File: config.mk
export PLATFORM = sky130hd
export DESIGN_NAME = psd_queue
export DESIGN_NICKNAME = d
export VERILOG_FILES = /design/src/hdl/psd_pkg.sv /design/src/hdl/psd_queue.sv
export SDC_FILE = /design/constraint.sdc
export NUM_CORES = 1
export LEC_CHECK = 0
export ABC_AREA = 0
export BUFFER_PORTS_ARGS = -buffer_cell sky130_fd_sc_hd__buf_2
export CAP_MARGIN = 10
export CORE_MARGIN = 1.5
export CORE_UTILIZATION = 45
export CTS_BUF_LIST = sky130_fd_sc_hd__clkbuf_16
export CTS_CLUSTER_SIZE = 28
export DETAILED_ROUTE_END_ITERATION = 16
export PLACE_DENSITY = 0.71
export SLEW_MARGIN = 20
export SYNTH_ARGS = -nofsm -noshare
export SYNTH_HDL_FRONTEND = slang
export SYNTH_SLANG_ARGS = --single-unit
File: constraint.sdc
create_clock -name clock -period 4.5 [get_ports clock]
set_input_delay 0.45 -clock clock [delete_from_list [all_inputs] [get_ports clock]]
set_output_delay 0.45 -clock clock [all_outputs]
set_load 0.01 [all_outputs]
File: src/hdl/psd_pkg.sv
package psd_pkg;

   localparam int COORD_WIDTH_DEF = 24;
   localparam int T_FRAC_BITS_DEF = 24;
   localparam int DIST_WIDTH = 25;
   localparam int QUEUE_DEPTH = 4;

   typedef enum logic [1:0] {
      END_INTERIOR = 2'd0,
      END_FIRST    = 2'd1,
      END_SECOND   = 2'd2
   } end_type;

   typedef struct packed {
      logic    t_fixed;
      logic    t_one;
      end_type end_code;
   } ctl_type;

endpackage

File: src/hdl/psd_queue.sv
module psd_queue import psd_pkg::*; #(
   parameter int WIDTH = 8,
   parameter int DEPTH = QUEUE_DEPTH
) (
   input  logic             clock,
   input  logic             reset,
   input  logic             push,
   input  logic [WIDTH-1:0] push_data,
   output logic             full,
   input  logic             pop,
   output logic [WIDTH-1:0] pop_data,
   output logic             not_empty
);

   localparam int PTR_W = (DEPTH > 1) ? $clog2(DEPTH) : 1;
   localparam int CNT_W = $clog2(DEPTH + 1);

   logic [WIDTH-1:0] mem_ff [DEPTH];
   logic [PTR_W-1:0] head_ff, head_in, tail_ff, tail_in;
   logic [CNT_W-1:0] count_ff, count_in;

   always_comb begin
      head_in = head_ff;
      tail_in = tail_ff;
      count_in = count_ff;
      if (push) begin
         tail_in = (tail_ff == PTR_W'(DEPTH - 1)) ? '0 : tail_ff + 1'b1;
      end
      if (pop) begin
         head_in = (head_ff == PTR_W'(DEPTH - 1)) ? '0 : head_ff + 1'b1;
      end
      if (push && !pop) begin
         count_in = count_ff + 1'b1;
      end else if (pop && !push) begin
         count_in = count_ff - 1'b1;
      end
   end

   always_ff @(posedge clock) begin
      if (reset) begin
         head_ff <= '0;
         tail_ff <= '0;
         count_ff <= '0;
      end else begin
         head_ff <= head_in;
         tail_ff <= tail_in;
         count_ff <= count_in;
      end
   end

   always_ff @(posedge clock) begin
      if (push) begin
         mem_ff[tail_ff] <= push_data;
      end
   end

   assign pop_data = mem_ff[head_ff];
   assign full = (count_ff == CNT_W'(DEPTH));
   assign not_empty = (count_ff != '0);

endmodule

### Yosys cells after proc, flatten, opt, wreduce, memory -nomap -nowiden

Memories as Yosys holds them, arrays and structs flattened. A register that Yosys moved wholly into a read port is not among the register bits.
Index checks and enable logic that the tools add are counted.
Widths: inputs -> output; s select.

| word-level totals | value |
|---|---|
| register bits | 7 |
| memory bits (writable) | 32 |
| bits of input ports | 12 |
| output and inout bits | 10 |
| word-level logic and storage cells | 25 |
| memories kept | 1 |

Memories:

| memory | words | width | read ports | clocked after memory_dff | write ports | line | text |
|---|---|---|---|---|---|---|---|
| mem_ff | 4 | 8 | 1 | 1 | 1 | psd_queue.sv:18 | `logic [WIDTH-1:0] mem_ff [DEPTH];` |

| cells by class | value |
|---|---|
| add/subtract/negate cells | 4 |
| equal/unequal tests | 3 |
| mux-type cells | 8 |
| reductions and logical operators | 6 |

Operators with widths:

| cell | count |
|---|---|
| $mux 2 | 4 |
| $mux 3 | 2 |
| $add 2x1->2 const B | 2 |
| $eq 2x2->1 const B | 2 |
| $add 3x1->3 const B | 1 |
| $eq 3x3->1 const B | 1 |
| $reduce_bool 3->1 | 1 |
| $sub 3x1->3 const B | 1 |
| $logic_and 1x1->1 | 2 |
| $logic_not 1->1 | 2 |
| $mux 1 | 2 |
| $reduce_bool 2->1 | 1 |

### Depth between registers and ports, before layout

| depth | value |
|---|---|
| depth after elaboration | 4 |
| depth in mapped cells | 7 |
| gate-level depth less buffers | 7 |

### Least setup slack after synthesis

Ideal clock, no wire load.

| path | value |
|---|---|
| path type | input-to-reg |
| from | input pop |
| to | register count_ff[2] |
| library setup time | 0.070 ns |
| data arrival time | 1.642 ns |
| required time | 4.430 ns |
| slack | 2.788 ns |
| stages | 7 |
| path buffers | 0 |
| path through | inv_1 -> ha_1 -> inv_1 -> fa_1 -> xor2_1 -> or3_1 -> a21oi_1 |

| between the ends | value |
|---|---|
| longest elaborated chain between the ends | 3 |
| elaborated cells between the ends (all ways) | 5 |
| those cells by class | mux (1); reduce/logical (4) |

Ends and longest elaborated chain:

| item | line | text |
|---|---|---|
| from (decl) | psd_queue.sv:10 | `input logic pop,` |
| $logic_not 1->1 | psd_queue.sv:32 | `if (push && !pop) begin` |
| $logic_and 1x1->1 | psd_queue.sv:32 |  |
| $mux 3 / $reduce_bool 2->1 (equally long branches) | - |  |
| to (signal assigned) | psd_queue.sv:47 | `count_ff <= count_in;` |
| to (decl) | psd_queue.sv:20 | `logic [CNT_W-1:0] count_ff, count_in;` |

Parallel ways exist; a longest one is shown, timed or not.
A chain may end at the register's enable or synchronous reset.

==> flow_summary.json <==
{
  "outcome": "complete, no violations",
  "hp-class": "primary input to flop",
  "clock_sinks": 41,
  "grt-busiest-layer": "met2",
  "hpwl_um": 1670,
  "n_antenna_cell": 0,
  "globalplace.congestion": 0.640,
  "nets": 132,
  "use_met2_pct": 23.8,
  "drt-pass1-iter-count": 4,
  "rsz0062_at_grt": "false",
  "cts_resized": 0,
  "final_layout_size_suffix_gt1_share_pct": 32.5,
  "pin_count": 22,
  "synth_fp_nets": 106,
  "clkTransAtPathRegs_ps": 60,
  "rows": 21,
  "r2r-start": "count_ff[0]$_SDFFE_PP0P_",
  "synth-seq-cells": 41,
  "synth-seq-area-share_pct": 71.2,
  "hold_violations": 0,
  "finalMaxSlewViolations": 0,
  "ant_nets": 0,
  "setup_viol": 0,
  "clock_latency_ps": 280,
  "crit_arrival_ps": 1710,
  "max_freq_ghz": 0.464,
  "ys_warn_count": 0,
  "cts_tree": "done",
  "synthDistinctLibCells": 16,
  "grtUsageMet1_pct": 16.6,
  "holdPathStages": 1,
  "coreArea_um2": 3360,
  "relSlewSlack_pct": 61.5,
  "cts_setup_buffers": 0,
  "drt_iter0_markers": 20,
  "syn_inst": 87,
  "grt_use_met3_pct": 4.14,
  "routed_via_density": 5.03,
  "grt_remaining_overflow": 0,
  "cts-htree-levels": 2,
  "crit_required_ps": 4050,
  "numCtsBuffers": 5,
  "wire_per_inst_um": 15.1,
  "cp_max_fo": 8,
  "wirelength_um": 2410,
  "start_util_pct": 47.6,
  "r2r_cells": 4,
  "grt_util_all_layers_pct": 14.1,
  "crit_type": "flop to primary output",
  "first_global_vias": 866,
  "post-route-min-period_ps": 2160,
  "syn_avg_cell_area_um2": 18.4,
  "vdd_ir_drop_max_mv": 0.384,
  "die_w_um": 62.7,
  "root_buffer": "clkbuf_16",
  "die_h_um": 62.7,
  "synth_area_um2": 1600,
  "grt_pass1_wl_um": 4090,
  "min_from": "push_data[0]",
  "drc": 0,
  "clockBufferDepth": 2,
  "area_growth_pct": 21.2,
  "num_vias": 805,
  "design.die.area_um2": 3930,
  "p_leak_nw": 0.732,
  "worstPathCellList": "mux4_2 > buf_2",
  "fin_crit_sh_pct": 47.9,
  "power.total_mw": 0.982,
  "tightestPinTransition_ps": 576,
  "grt_max_degree": 15,
  "port_buffers": 21,
  "p_per_area_nw_per_um2": 506,
  "drv_cap": 0,
  "start_kind": "flop",
  "cts_hold_buffers": 0,
  "critPathMaxStageDelay_ps": 680,
  "antenna_found_initial": 0,
  "clock_skew_ps": 2.91,
  "final.setup.tns_ps": 0,
  "critPathCaptureType": "primary output",
  "cp_slowest_cell": "dfxtp_1"
}
## sequential cells by signal, indices dropped and copies added, names as in the netlist, named ones only
| name | flops |
|---|---|
| head_ff | 2 |
| tail_ff | 2 |
| mem_ff | 32 |
| count_ff | 3 |
## cell usage in the layout, fill, tap and decap left out, types with 3 or more instances in the layout
cell type	count
edfxtp_1	32
buf_2	21
dfxtp_1	9
mux4_2	8
nor2_1	6
ha_1	6
inv_1	5
clkbuf_16	5
and2_1	4
nor3b_1	3
a21oi_1	3
mux2i_1	3
## routing by layer
layer	part of all wire (%)	wire (µm)
met4	1.7	41
met1	42	1000
met5	0	0
met2	53	1270
met3	4.2	101
## kinds of logic after synthesis
family                     synth area share [%]
xor gates and xnor gates                   1.09
AOI/OAI and AO/OA                          1.25
adders and majority gates                  5.94
buffers and inverters                      2.19
DFF                                        71.2
muxes                                      13.1
and+or+nand+nor                            5.16
## path summary, 6_finish.rpt
path	end	slack, ps
max	pop_data[4]	2340
min	mem_ff[1][0]$_DFFE_PP_	380
min reg2reg	count_ff[2]$_SDFFE_PP0P_	530
max reg2reg	count_ff[2]$_SDFFE_PP0P_	3040
## report_power, final
group,switching (mW),leakage (nW),internal (mW)
logic,0.0392,0.269,0.0417
clock network,0.136,0.0944,0.319
registers,0.0161,0.368,0.429
total,0.192,0.732,0.790
## layout make-up
type,count,area (µm²)
clock inverters,3,68.8
fillers,283,1420
flip-flops and latches,41,1140
well taps,46,57.6
multi-input cells,39,425
inverters,5,18.8
repair buffers,21,105
clock buffers,5,125
## worst max-delay path: cells and delay by family, from the launching register on
kind / cells / cell delay [ps]
multiplexers: 1 / 580
flip-flops: 1 / 680
buffers and inverters: 1 / 160
## through the flow
step | setup slack [ps] | cell area, µm² | cells | hold WS, ps | utilization, %
after global placement | 2620 | 1750 | 152 | 481 | 52.0
after global routing | 2220 | 1940 | 160 | 388 | 57.7
after CTS | 2280 | 1940 | 160 | 380 | 57.7
after floorplan | 2790 | 1600 | 87 | 455 | -
after detailed placement | 2570 | 1750 | 152 | 513 | 52.0
final | 2340 | 1940 | 160 | 384 | 57.7
## cell usage after synthesis
master,instances,area (µm²)
o21ai_0,1,5.00
and2_1,4,25.0
ha_1,6,75.1
inv_1,5,18.8
clkbuf_2,1,5.00
or3_1,2,12.5
xor2_1,2,17.5
dfxtp_1,9,180
nor2_1,6,22.5
fa_1,1,20.0
mux4_2,8,180
a21oi_1,3,15.0
edfxtp_1,32,961
nor3b_1,3,22.5
mux2i_1,3,30.0
buf_6,1,11.3
No activity file was read; power rests on OpenSTA's default activity.
